$ cat src/rtl/wwsm_pkg.sv
// Shared types and fixed widths of the weighted window sum maximum unit.
`default_nettype none

package wwsm_pkg;

    // Widths of the stream fields and of the running sums.
    localparam int SAMPLE_W  = 32;
    localparam int LEN_W     = 11;
    localparam int WS_W      = 42;
    localparam int WT_W      = 52;
    localparam int PROD_W    = SAMPLE_W + LEN_W + 1;
    localparam int OUT_DATA_W = 56;

    // Most negative weighted sum, the starting point of the maximum.
    localparam logic signed [WT_W-1:0] BEST_INIT = {1'b1, {(WT_W-1){1'b0}}};

    // One accepted word as it leaves the front stage.
    typedef struct packed {
        logic signed [SAMPLE_W-1:0] sample;
        logic [LEN_W-1:0]           factor;
        logic                       slide;
        logic                       full;
        logic                       first;
        logic                       last;
    } item_t;

endpackage

`default_nettype wire

$ cat src/rtl/wwsm_accum.sv
// Multiply, running sums, running maximum and the output register.
`default_nettype none

module wwsm_accum #(
    parameter int SAMPLE_BITS = 32
) (
    input  wire logic                                  clk,
    input  wire logic                                  rst_n,
    input  wire logic                                  s1_valid,
    input  wire wwsm_pkg::item_t                       s1_item,
    input  wire logic [SAMPLE_BITS-1:0]                old_raw,
    input  wire logic                                  out_ready,
    output logic                                       adv,
    output logic                                       out_valid,
    output logic      [wwsm_pkg::WT_W-1:0]             out_best,
    output logic                                       out_found
);

    localparam int WS_W   = wwsm_pkg::WS_W;
    localparam int WT_W   = wwsm_pkg::WT_W;
    localparam int PROD_W = wwsm_pkg::PROD_W;

    logic signed [SAMPLE_BITS-1:0] old_s;
    logic signed [PROD_W-1:0]      prod;

    logic                          s2_valid_reg;
    wwsm_pkg::item_t               s2_item_reg;
    logic signed [PROD_W-1:0]      s2_prod_reg;
    logic signed [wwsm_pkg::SAMPLE_W-1:0] s2_old_reg;

    logic signed [WS_W-1:0]        ws_reg;
    logic signed [WS_W-1:0]        ws_next;
    logic signed [WT_W-1:0]        wt_reg;
    logic signed [WT_W-1:0]        wt_next;
    logic signed [WS_W-1:0]        ws_base;
    logic signed [WT_W-1:0]        wt_base;

    logic                          s3_valid_reg;
    logic                          s3_full_reg;
    logic                          s3_first_reg;
    logic                          s3_last_reg;

    logic signed [WT_W-1:0]        best_reg;
    logic signed [WT_W-1:0]        best_next;
    logic                          hb_reg;
    logic                          hb_next;
    logic signed [WT_W-1:0]        best_base;
    logic                          hb_base;

    logic                          out_valid_reg;
    logic [WT_W-1:0]               out_best_reg;
    logic                          out_found_reg;

    // The whole pipe moves unless a result waits that nobody takes.
    assign adv = !out_valid_reg || out_ready;

    // Stage one: weight times sample.
    assign old_s = old_raw;
    assign prod  = $signed({1'b0, s1_item.factor}) * PROD_W'(s1_item.sample);

    always_ff @(posedge clk or negedge rst_n)
    begin
        if (!rst_n)
        begin
            s2_valid_reg <= 1'b0;
            s3_valid_reg <= 1'b0;
        end
        else if (adv)
        begin
            s2_valid_reg <= s1_valid;
            s3_valid_reg <= s2_valid_reg;
        end
    end

    always_ff @(posedge clk)
    begin
        if (adv)
        begin
            s2_item_reg <= s1_item;
            s2_prod_reg <= prod;
            s2_old_reg  <= wwsm_pkg::SAMPLE_W'(old_s);
        end
    end

    // Stage two: update the plain and weighted window sums; a new stream starts from zero.
    always_comb
    begin
        ws_base = s2_item_reg.first ? '0 : ws_reg;
        wt_base = s2_item_reg.first ? '0 : wt_reg;
        if (s2_item_reg.slide)
        begin
            wt_next = wt_base + WT_W'(s2_prod_reg) - WT_W'(ws_base);
            ws_next = ws_base + WS_W'(s2_item_reg.sample) - WS_W'(s2_old_reg);
        end
        else
        begin
            wt_next = wt_base + WT_W'(s2_prod_reg);
            ws_next = ws_base + WS_W'(s2_item_reg.sample);
        end
    end

    always_ff @(posedge clk or negedge rst_n)
    begin
        if (!rst_n)
        begin
            ws_reg       <= '0;
            wt_reg       <= '0;
            s3_full_reg  <= 1'b0;
            s3_first_reg <= 1'b0;
            s3_last_reg  <= 1'b0;
        end
        else if (adv)
        begin
            if (s2_valid_reg)
            begin
                ws_reg <= ws_next;
                wt_reg <= wt_next;
            end
            s3_full_reg  <= s2_item_reg.full;
            s3_first_reg <= s2_item_reg.first;
            s3_last_reg  <= s2_item_reg.last;
        end
    end

    // Stage three: keep the largest weighted sum of full windows.
    always_comb
    begin
        best_base = s3_first_reg ? wwsm_pkg::BEST_INIT : best_reg;
        hb_base   = s3_first_reg ? 1'b0 : hb_reg;
        best_next = best_base;
        hb_next   = hb_base;
        if (s3_full_reg)
        begin
            if (!hb_base || (wt_reg > best_base))
            begin
                best_next = wt_reg;
            end
            hb_next = 1'b1;
        end
    end

    always_ff @(posedge clk or negedge rst_n)
    begin
        if (!rst_n)
        begin
            best_reg      <= wwsm_pkg::BEST_INIT;
            hb_reg        <= 1'b0;
            out_valid_reg <= 1'b0;
        end
        else
        begin
            if (adv && s3_valid_reg)
            begin
                best_reg <= best_next;
                hb_reg   <= hb_next;
            end
            if (adv)
            begin
                out_valid_reg <= s3_valid_reg && s3_last_reg;
            end
        end
    end

    // Output register: the maximum, or zero when no window was completed.
    always_ff @(posedge clk)
    begin
        if (adv && s3_valid_reg && s3_last_reg)
        begin
            out_best_reg  <= hb_next ? best_next : '0;
            out_found_reg <= hb_next;
        end
    end

    assign out_valid = out_valid_reg;
    assign out_best  = out_best_reg;
    assign out_found = out_found_reg;

endmodule

`default_nettype wire

$ cat config.mk
export PLATFORM = sky130hd
export DESIGN_NAME = wwsm_accum
export DESIGN_NICKNAME = d
export VERILOG_FILES = /design/src/rtl/wwsm_pkg.sv /design/src/rtl/wwsm_accum.sv
export SDC_FILE = /design/constraint.sdc
export NUM_CORES = 2
export LEC_CHECK = 0
export ABC_AREA = 1
export BUFFER_PORTS_ARGS = -buffer_cell sky130_fd_sc_hd__buf_2
export CAP_MARGIN = 15
export CORE_UTILIZATION = 50
export DETAILED_ROUTE_END_ITERATION = 16
export PLACE_DENSITY = 0.72
export REMOVE_ABC_BUFFERS = 1
export SLEW_MARGIN = 0
export SYNTH_ARGS = -nofsm -noshare
export SYNTH_HDL_FRONTEND = slang
export SYNTH_SLANG_ARGS = --single-unit
$ cat constraint.sdc
create_clock -name clk -period 5.95 [get_ports clk]
set_input_delay 0.8925 -clock clk [delete_from_list [all_inputs] [get_ports clk]]
set_output_delay 0.8925 -clock clk [all_outputs]
set_load 0.02 [all_outputs]
==> flow_metrics.env <==
export IMPL_outcome="completed"
export IMPL_nets=6136
export IMPL_ff2ff_path_depth=26
export IMPL_reg2reg_to="ws_reg[34]$_DFFE_PN0P_"
export IMPL_htreeDepth=2
export IMPL_synth_ff_type="edfxtp_1"
export IMPL_post_route_util_pct=57.90
export IMPL_routedWlPerCell_um=17.88
export IMPL_ys_warn_count=0
export IMPL_postCtsHoldBufs=0
export IMPL_top_usage_layer="met2"
export IMPL_fin_crit_ps=5732
export IMPL_tritoncts="yes"
export IMPL_drt_wl_total_um=114700
export IMPL_cpPeakStageDelay_ps=530
export IMPL_synthAdderAreaFrac_pct=27.32
export IMPL_synth_top_area_cell="fa_1"
export IMPL_numCtsBuffers=39
export IMPL_syn_area_per_cell_um2=7.438
export IMPL_seq_area_frac_synth_pct=23.35
export IMPL_tightest_slew_ps=942.9
export IMPL_worstPathRequired_ps=6260
export IMPL_met1_usage_pct=41.71
export IMPL_final_antenna_net_count=0
export IMPL_portBuffers=137
export IMPL_synth_mux_area_fraction_pct=0
export IMPL_cts_root_buf="clkbuf_16"
export IMPL_synth_top_area_share_pct=16.44
export IMPL_worst_path_buf_inv=9
export IMPL_synth_compound_area_share_pct=12.90
export IMPL_crit_type="primary input to flip-flop"
export IMPL_viasPerCell=5.363
export IMPL_finalCritPeriodShare_pct=96.33
export IMPL_critPathCaptureType="flip-flop"
export IMPL_synthCells=5058
export IMPL_numClockSinks=318
export IMPL_final_cell_mix="nand2_1, inv_1, nor2_1"
export IMPL_die_w_um=276.3
export IMPL_drt_pass1_iter_count=6
export IMPL_critPathArrivalTime_ps=6050
export IMPL_synth_xor_area_share_pct=4.320
export IMPL_synth_top_family_by_area="adder cells"
export IMPL_cts_clk_slew_worst_paths_ps=60
export IMPL_hold_violations=0
export IMPL_use_met2_pct=48.40
export IMPL_slew_viol_final=0
export IMPL_syn2layout_area_growth_pct=14.57
export IMPL_start_kind="primary input"
export IMPL_grtUsageTotal_pct=30.04
export IMPL_dp_slack_ps=-469.0
export IMPL_cp_top_family="adder cells"
export IMPL_r2r_start="s2_item_reg[1]$_DFFE_PN_"
export IMPL_num_rows=100
export IMPL_timing_hold_ws_ps=270.0
export IMPL_hold_path_class="primary input to asynchronous set/reset pin"
export IMPL_initial_utilization_pct=50.53
export IMPL_crit_path_top_delay_cell="fa_1"
export IMPL_coreArea_mm2=0.07445
export IMPL_overflow=0
export IMPL_setup_slack_ps=218.1
export IMPL_ios=138
export IMPL_ys_ff_latch=318
export IMPL_synth_edf_count=165
export IMPL_fmax_mhz=174.5
export IMPL_regToRegSetupSlack_ps=310
export IMPL_drcViolationCount=0
export IMPL_dieArea_mm2=0.07634
export IMPL_die_y_um=276.3
export IMPL_vias=34420
export IMPL_maxCapViolations=0
export IMPL_fin_worst_skew_ps=22.70
export IMPL_dp_final_hpwl_um=95480
export IMPL_use_met3_pct=4.436
export IMPL_cts_buffer_depth=3
export IMPL_synth_simple_area_share_pct=20.94
export IMPL_grt_pass1_vias=33920
export IMPL_ys_async_sr_fraction_pct=48.11
export IMPL_final_common_cell="nand2_1"
export IMPL_grt_start_max_net_pins=141
export IMPL_insertion_delay_ps=580
export IMPL_antenna_found_initial=4
export IMPL_critPathMaxFanout=8
export IMPL_drive_above_1_share_pct=11.36
export IMPL_relSlewSlack_pct=37.14
export IMPL_setup_viol_count_final=0
export IMPL_grt_pass1_wl_um=181800
export IMPL_gp_congestion=0.9894
export IMPL_antennaDiodeCount=0
export IMPL_synth_area_mm2=0.03762
export IMPL_synth_cell_types=58
export IMPL_drt_iter0_drc=2887
export IMPL_synth_area_leaders="fa_1, edfxtp_1, nand2_1, ha_1, dfrtp_1"
## worst reg2reg max path: cells and delay by family, from the launching register on
family | cells | cell delay (ps)
compound gates | 14 | 2560
simple gates | 4 | 610
fa+ha+maj | 1 | 400
xor+xnor | 1 | 450
flops | 1 | 410
buf+inv | 6 | 1060
## synthesized netlist by cell type, types with 49 or more instances
master,instances
nand2_1,1244
inv_1,954
nor2_1,402
ha_1,327
a21oi_1,314
fa_1,309
o21ai_0,273
nand3_1,185
edfxtp_1,165
dfrtp_1,152
clkbuf_1,137
xor2_1,104
xnor2_1,79
o211ai_1,58
a31oi_1,49
## logic make-up (layout without fill, tap and decap cells)
logic type,after synthesis,after routing
AO/OA/AOI/OAI,847,847
XOR/XNOR,184,184
adder cells (fa/ha/maj),636,636
buffers and inverters,1115,1505
flip-flops,318,318
AND/OR/NAND/NOR,1958,1958
## layer usage
metal | vias up | wire, um | part of all wire (%)
met1 | 16200 | 51580 | 45
met4 | 2 | 3576 | 3.1
met3 | 204 | 8088 | 7.0
met2 | 1192 | 51480 | 45
li1 | 16820 | - | -
met5 | - | 13 | 0.011
## cell type report
class                   instances  area, um2
multi-input cells            3625      24710
well taps                     969       1212
repair buffers                470       3369
fillers                      6974      31340
inverters                     963       3617
clock inverters                23      312.8
clock buffers                  49       1096
flip-flops and latches        318       8786
## through the flow
step / setup TNS, ps / cells / instance area (um2)
final: 0 / 6417 / 43100
after global routing: -77.20 / 6417 / 43100
after CTS: 0 / 6415 / 43000
after detailed placement: -3956 / 6343 / 41590
after global placement: -3219 / 6343 / 41590
after floorplan: -50080 / 4906 / 37040
## worst max-delay path by stage
| stage | from | depth (start not counted) | to | slack [ps] |
|---|---|---|---|---|
| after floorplan | out_ready | 6 | ws_reg[14]$_DFFE_PN0P_ | -1820 |
| after global placement | s1_item[10] | 27 | s2_prod_reg[38]$_DFFE_PN_ | -420 |
| after detailed placement | s1_item[7] | 25 | s2_prod_reg[38]$_DFFE_PN_ | -470 |
| after CTS | s1_item[7] | 25 | s2_prod_reg[38]$_DFFE_PN_ | 120 |
| after global routing | s2_item_reg[1]$_DFFE_PN_ | 36 | ws_reg[41]$_DFFE_PN0P_ | -40 |
| final | s1_item[10] | 29 | s2_prod_reg[40]$_DFFE_PN_ | 220 |
## timing repair
action,in CTS,in global routing
gates resized for setup,0,23
endpoints found under the setup margin,0,19
buffers inserted,0,1
Power is not shown: default switching activity piles up to over one toggle a cycle in this logic, so the estimate is an artifact.
