===== src/rtl/wwsm_pkg.sv =====
// Shared types and fixed widths of the weighted window sum maximum unit.
`default_nettype none

package wwsm_pkg;

    // Widths of the stream fields and of the running sums.
    localparam int SAMPLE_W  = 32;
    localparam int LEN_W     = 11;
    localparam int WS_W      = 42;
    localparam int WT_W      = 52;
    localparam int PROD_W    = SAMPLE_W + LEN_W + 1;
    localparam int OUT_DATA_W = 56;

    // Most negative weighted sum, the starting point of the maximum.
    localparam logic signed [WT_W-1:0] BEST_INIT = {1'b1, {(WT_W-1){1'b0}}};

    // One accepted word as it leaves the front stage.
    typedef struct packed {
        logic signed [SAMPLE_W-1:0] sample;
        logic [LEN_W-1:0]           factor;
        logic                       slide;
        logic                       full;
        logic                       first;
        logic                       last;
    } item_t;

endpackage

`default_nettype wire


===== src/rtl/wwsm_front.sv =====
// Accept stage: window length register, delay line pointers, fill count and word tagging.
`default_nettype none

module wwsm_front #(
    parameter int WINDOW_MAX  = 1024,
    parameter int SAMPLE_BITS = 32
) (
    input  wire logic                                 clk,
    input  wire logic                                 rst_n,
    input  wire logic                                 cfg_we,
    input  wire logic [wwsm_pkg::LEN_W-1:0]           cfg_data,
    input  wire logic                                 in_valid,
    input  wire logic [wwsm_pkg::SAMPLE_W-1:0]        in_sample,
    input  wire logic                                 in_last,
    input  wire logic                                 adv,
    output logic                                      in_ready,
    output logic                                      ram_we,
    output logic      [$clog2(WINDOW_MAX)-1:0]        ram_waddr,
    output logic      [SAMPLE_BITS-1:0]               ram_wdata,
    output logic                                      ram_re,
    output logic      [$clog2(WINDOW_MAX)-1:0]        ram_raddr,
    output logic                                      s1_valid,
    output wwsm_pkg::item_t                           s1_item
);

    localparam int ADDR_W = $clog2(WINDOW_MAX);
    localparam int CNT_W  = $clog2(WINDOW_MAX + 1);

    logic [wwsm_pkg::LEN_W-1:0] len_reg;
    logic [ADDR_W-1:0]          wp_reg;
    logic [ADDR_W-1:0]          wp_next;
    logic [CNT_W-1:0]           fc_reg;
    logic [CNT_W-1:0]           fc_next;
    logic                       s1_valid_reg;
    wwsm_pkg::item_t            s1_item_reg;
    wwsm_pkg::item_t            item_next;
    logic [wwsm_pkg::LEN_W-1:0] len_eff;
    logic                       accept;
    logic                       filling;
    logic [31:0]                rd_sum;
    logic [31:0]                rd_wrap;
    logic signed [SAMPLE_BITS-1:0] sample_s;

    assign in_ready = adv;
    assign accept   = in_valid && adv;

    // Effective window length: zero reads as one, long lengths saturate.
    always_comb
    begin
        if (len_reg == '0)
        begin
            len_eff = wwsm_pkg::LEN_W'(1);
        end
        else if (32'(len_reg) > WINDOW_MAX)
        begin
            len_eff = wwsm_pkg::LEN_W'(WINDOW_MAX);
        end
        else
        begin
            len_eff = len_reg;
        end
    end

    assign filling = 32'(fc_reg) < 32'(len_eff);

    // Delay line read address, the entry leaving the window.
    always_comb
    begin
        rd_sum  = 32'(wp_reg) + 32'(WINDOW_MAX) - 32'(len_eff);
        rd_wrap = (rd_sum >= 32'(WINDOW_MAX)) ? rd_sum - 32'(WINDOW_MAX) : rd_sum;
    end

    assign sample_s = in_sample[SAMPLE_BITS-1:0];

    // Tag the word with its multiplier and its place in the stream.
    always_comb
    begin
        item_next.sample = wwsm_pkg::SAMPLE_W'(sample_s);
        item_next.slide  = !filling;
        item_next.first  = (fc_reg == '0);
        item_next.last   = in_last;
        if (filling)
        begin
            item_next.factor = wwsm_pkg::LEN_W'(32'(fc_reg) + 32'd1);
            item_next.full   = (32'(fc_reg) + 32'd1) == 32'(len_eff);
        end
        else
        begin
            item_next.factor = len_eff;
            item_next.full   = 1'b1;
        end
    end

    // Pointer and fill count; both restart after the last word of a stream.
    always_comb
    begin
        wp_next = wp_reg;
        fc_next = fc_reg;
        if (accept)
        begin
            if (in_last)
            begin
                wp_next = '0;
                fc_next = '0;
            end
            else
            begin
                wp_next = (32'(wp_reg) == WINDOW_MAX - 1) ? '0 : wp_reg + 1'b1;
                fc_next = (32'(fc_reg) < WINDOW_MAX) ? fc_reg + 1'b1 : fc_reg;
            end
        end
    end

    always_ff @(posedge clk or negedge rst_n)
    begin
        if (!rst_n)
        begin
            len_reg      <= wwsm_pkg::LEN_W'(1);
            wp_reg       <= '0;
            fc_reg       <= '0;
            s1_valid_reg <= 1'b0;
        end
        else
        begin
            if (cfg_we)
            begin
                len_reg <= cfg_data;
            end
            wp_reg <= wp_next;
            fc_reg <= fc_next;
            if (adv)
            begin
                s1_valid_reg <= accept;
            end
        end
    end

    always_ff @(posedge clk)
    begin
        if (accept)
        begin
            s1_item_reg <= item_next;
        end
    end

    // Every accepted word is written; the read is issued alongside.
    assign ram_we    = accept;
    assign ram_waddr = wp_reg;
    assign ram_wdata = in_sample[SAMPLE_BITS-1:0];
    assign ram_re    = accept;
    assign ram_raddr = ADDR_W'(rd_wrap);
    assign s1_valid  = s1_valid_reg;
    assign s1_item   = s1_item_reg;

endmodule

`default_nettype wire


===== config.mk =====
export PLATFORM = sky130hd
export DESIGN_NAME = wwsm_front
export DESIGN_NICKNAME = d
export VERILOG_FILES = /design/src/rtl/wwsm_pkg.sv /design/src/rtl/wwsm_front.sv
export SDC_FILE = /design/constraint.sdc
export NUM_CORES = 1
export LEC_CHECK = 0
export ABC_AREA = 1
export BUFFER_PORTS_ARGS = -buffer_cell sky130_fd_sc_hd__buf_2
export CAP_MARGIN = 5
export CORE_ASPECT_RATIO = 1.25
export CORE_MARGIN = 5
export CORE_UTILIZATION = 46
export CTS_CLUSTER_SIZE = 24
export DETAILED_ROUTE_END_ITERATION = 10
export HOLD_SLACK_MARGIN = 0.08
export PLACE_DENSITY_LB_ADDON = 0.15
export RECOVER_POWER = 50
export SETUP_SLACK_MARGIN = 0.1
export SLEW_MARGIN = 5
export SYNTH_ARGS = -nofsm -noshare
export SYNTH_HDL_FRONTEND = slang
export SYNTH_SLANG_ARGS = --single-unit

===== constraint.sdc =====
create_clock -name clk -period 3.85 [get_ports clk]
set_input_delay 1.155 -clock clk [delete_from_list [all_inputs] [get_ports clk]]
set_output_delay 1.155 -clock clk [all_outputs]
set_load 0.01 [all_outputs]

==> impl_metrics.yaml <==
cts:
  clkLatencyLatePin_ns: 0.33
  cts_clock_pin_slew_for_the_worst_setup_and_hold_paths_ns: 0.06
  ctsRootBufferMaster: "sky130_fd_sc_hd__clkbuf_16"
  cts_htree_levels: 3
  clk_sinks: 80
  tritoncts.num_buffers: 9
  tritoncts: "yes"
  clk_path_buf_depth: 2
  cts_hold_buf: 0
yosys:
  yosysSeqAreaShare_pct: 51.3
  synth_largest_area_cell: "sky130_fd_sc_hd__edfxtp_1"
  top_cell_type_s_share_of_synthesized_area_pct: 32.3
  synth_flop_cell: "sky130_fd_sc_hd__edfxtp_1"
  synth-warning-count: 0
  yosysMostFrequentCell: "sky130_fd_sc_hd__nand2_1"
  post_synth_num_cell_types: 37
  async_flop_share_pct: 41.3
  synth_seq_cells: 80
  synthesis.nets: 521
  synth_cells: 448
  netlist_area_before_placement_um2: 4360
  synth-edff-count: 47
  biggest_area_contributors_in_the_synthesized_netlist: "sky130_fd_sc_hd__edfxtp_1 (32%), sky130_fd_sc_hd__dfrtp_1 (18%), sky130_fd_sc_hd__nand2_1 (7.3%), sky130_fd_sc_hd__ha_1 (6.6%), sky130_fd_sc_hd__buf_4 (5.9%)"
  synth.top_cells.by_count: "sky130_fd_sc_hd__nand2_1 (85), sky130_fd_sc_hd__edfxtp_1 (47), sky130_fd_sc_hd__inv_1 (47)"
  postSynthAreaPerCell_um2: 9.74
floorplanning:
  die_height_um: 119
  rows: 39
  fp.dieW_um: 97.1
  io_pins: 152
  start_util_pct: 47.3
  floorplan.die_area_um2: 11500
  area_of_the_placeable_core_um2: 9220
critical_path:
  crit_path_start_kind: "register"
  timing.reg2reg.setup_slack_ns: 0.91
  critical-path-top-cell-by-count: "sky130_fd_sc_hd__o21ai_2"
  r2r_end: "s1_item[6]"
  critical_path_s_largest_stage_delay_ns: 0.55
  timing.reg2reg.worst_path_depth: 12
  critical_path.endpoint_type: "primary output"
  timing.critical_path.fanout_max: 6
  criticalPathCategory: "register to primary output"
  crit_chain: "nor2_2 > nand3_2 > o21bai_4 > o21ai_2 > inv_2 > ha_4 > fa_2 > o21ai_2 > buf_6 > nand4_1 > o211ai_1 > xor2_1 > buf_2"
  timing.critical_path.required_ns: 2.69
  cell_type_of_the_slowest_stage_on_the_worst_timing_path: "sky130_fd_sc_hd__dfstp_2"
  reg2reg_from: "len_reg[4]"
  timing.critical_path.arrival_ns: 2.67
cells_and_area:
  layout-area-overhead-vs-synth_pct: 25.2
  fraction_of_final_layout_cells_with_drive_strength_greater_than_1_pct: 28.7
  antenna_cells: 0
  largest_register_ffs: 47
  final_area_um2: 5460
  nets: 657
drt:
  routed_wirelength_um: 11000
  drt_first_iter_violations: 198
  route.detailed.vias_per_inst: 5.07
  post_drt_wl_per_cell_um: 15.5
  detail_route.first_pass.iterations: 5
  antenna_violating_nets_post_route: 0
  vias: 3608
  post-route-drc-count: 0
power:
  cellPowerDensity_nw_per_um2: 453
  vdd_ir_drop_max_mv: 0.222
  power.leakage_nw: 2.42
  total_power_mw: 2.47
grt:
  maximum_number_of_pins_on_one_net_before_global_route_repair: 45
  antenna_violations_before_repair: 0
  gr-usage-all-layers_pct: 19.1
  gr-total-overflow: 0
  number_of_global_route_vias_before_repair: 3563
  first_pass_grt_wire_length_um: 17700
timing:
  final_max_slew_viol_count: 34
  worst_pin_slew_ns: 1.95
  worst_slew_slack_as_a_fraction_of_its_limit_pct: -30.1
  final.period_utilization_pct: 99.5
  finalClockSkew_ns: 0.00744
  setup_viol: 0
  timing.final.hold_violations: 0
  fin_crit_ns: 3.83
  max_freq_ghz: 0.261
  rsz0062_at_grt: "yes"
placed_design:
  io_buffer_count: 151
  hpwl_um: 8320
  dpl-instance-area_um2: 5020
  place_congestion: 0.915
hold_path:
  hold_path.class: "register to register"
  hold_path_depth: 2
  min_from: "s1_valid"
  worstHoldEndpoint: "s1_valid"
flow_run:
  drv.max_cap_violation_count: 1
status:
  violations_in_the_final_reports: "capacitance limit, slew limit"
  run_status: "finished with violations"
-- metal layers --
layer / wire (um) / global-route usage [%] / part of all wire [%] / vias to the layer above
met2: 5400 / 32.3 / 49 / 177
met3: 914 / 5.61 / 8.3 / 25
met4: 276 / 8.96 / 2.5 / 0
met5: 0 / 0 / 0 / -
met1: 4420 / 22.3 / 40 / 1647
li1: - / - / - / 1759
-- area by class of cell --
class,count,area [um2]
fill,851,3760
sequential,80,2240
multi-input combinational,273,1760
timing repair buffer,165,791
clock buffer,12,236
inverter,55,208
tap,123,154
clock inverter,4,70.1
-- what timing repair did --
| action | in CTS | in global routing |
|---|---|---|
| resized for setup | 16 | 16 |
| setup endpoints to repair | 6 | 6 |
| setup buffers | 3 | 7 |
| pin swaps | 9 | 9 |
-- report_power, final --
group	internal [mW]	switching [mW]	total, mW
Combinational	0.233	0.333	0.566
Clock	0.566	0.314	0.880
Sequential	0.981	0.0452	1.03
-- cells by family (layout without fill, tap and decap cells) --
logic type | Yosys count | count (layout) | share of synthesized area, %
xor gates and xnor gates | 14 | 14 | 2.81
adders and majority gates | 24 | 24 | 7.05
muxes | 7 | 7 | 1.81
DFF | 80 | 80 | 51.3
and+or+nand+nor | 160 | 160 | 16.5
AOI/OAI and AO/OA | 68 | 68 | 9.21
buffers and inverters | 95 | 236 | 11.3
-- worst max-delay path: cells and delay by family (launching register included) --
family          cells  cell delay [ns]
fa+ha+maj           2             0.51
flops               1             0.55
buf+inv             3             0.34
compound gates      4             0.52
simple gates        3             0.25
xor+xnor            1             0.17
-- layout by cell type (no fill, tap or decap), types with 6 or more instances in the layout --
cell / n
sky130_fd_sc_hd__xor2_1: 10
sky130_fd_sc_hd__nand4_1: 7
sky130_fd_sc_hd__buf_4: 11
sky130_fd_sc_hd__mux2_2: 7
sky130_fd_sc_hd__o21ai_0: 26
sky130_fd_sc_hd__edfxtp_1: 47
sky130_fd_sc_hd__clkbuf_1: 63
sky130_fd_sc_hd__nor2_1: 19
sky130_fd_sc_hd__clkbuf_16: 9
sky130_fd_sc_hd__nand3_1: 25
sky130_fd_sc_hd__a21oi_1: 14
sky130_fd_sc_hd__o22ai_1: 14
sky130_fd_sc_hd__inv_1: 47
sky130_fd_sc_hd__ha_4: 6
sky130_fd_sc_hd__ha_1: 17
sky130_fd_sc_hd__dfrtp_1: 31
sky130_fd_sc_hd__nand2_1: 82
sky130_fd_sc_hd__inv_2: 6
sky130_fd_sc_hd__buf_2: 92
-- worst max path at each step --
stage,end,slack (ns),start
after floorplan,ram_raddr[8],0.31,len_reg[0]
after global placement,ram_raddr[8],0.22,len_reg[0]
after detailed placement,ram_raddr[8],0.15,len_reg[0]
after CTS,ram_raddr[8],0.002,len_reg[0]
after global routing,ram_raddr[8],-0.12,len_reg[0]
final,ram_raddr[8],0.02,len_reg[0]
-- stage by stage --
step	setup WS [ns]	hold slack, ns	setup TNS, ns	util, %	instances
after global routing	-0.121	0.548	-0.325	59.2	712
final	0.0206	0.515	0	59.2	712
after global placement	0.220	0.512	0	54.4	686
after detailed placement	0.155	0.510	0	54.4	686
after CTS	0.00248	0.521	0	59.0	705
after floorplan	0.309	0.516	0	-	448
Note: power is estimated with default switching activity, not from simulation.
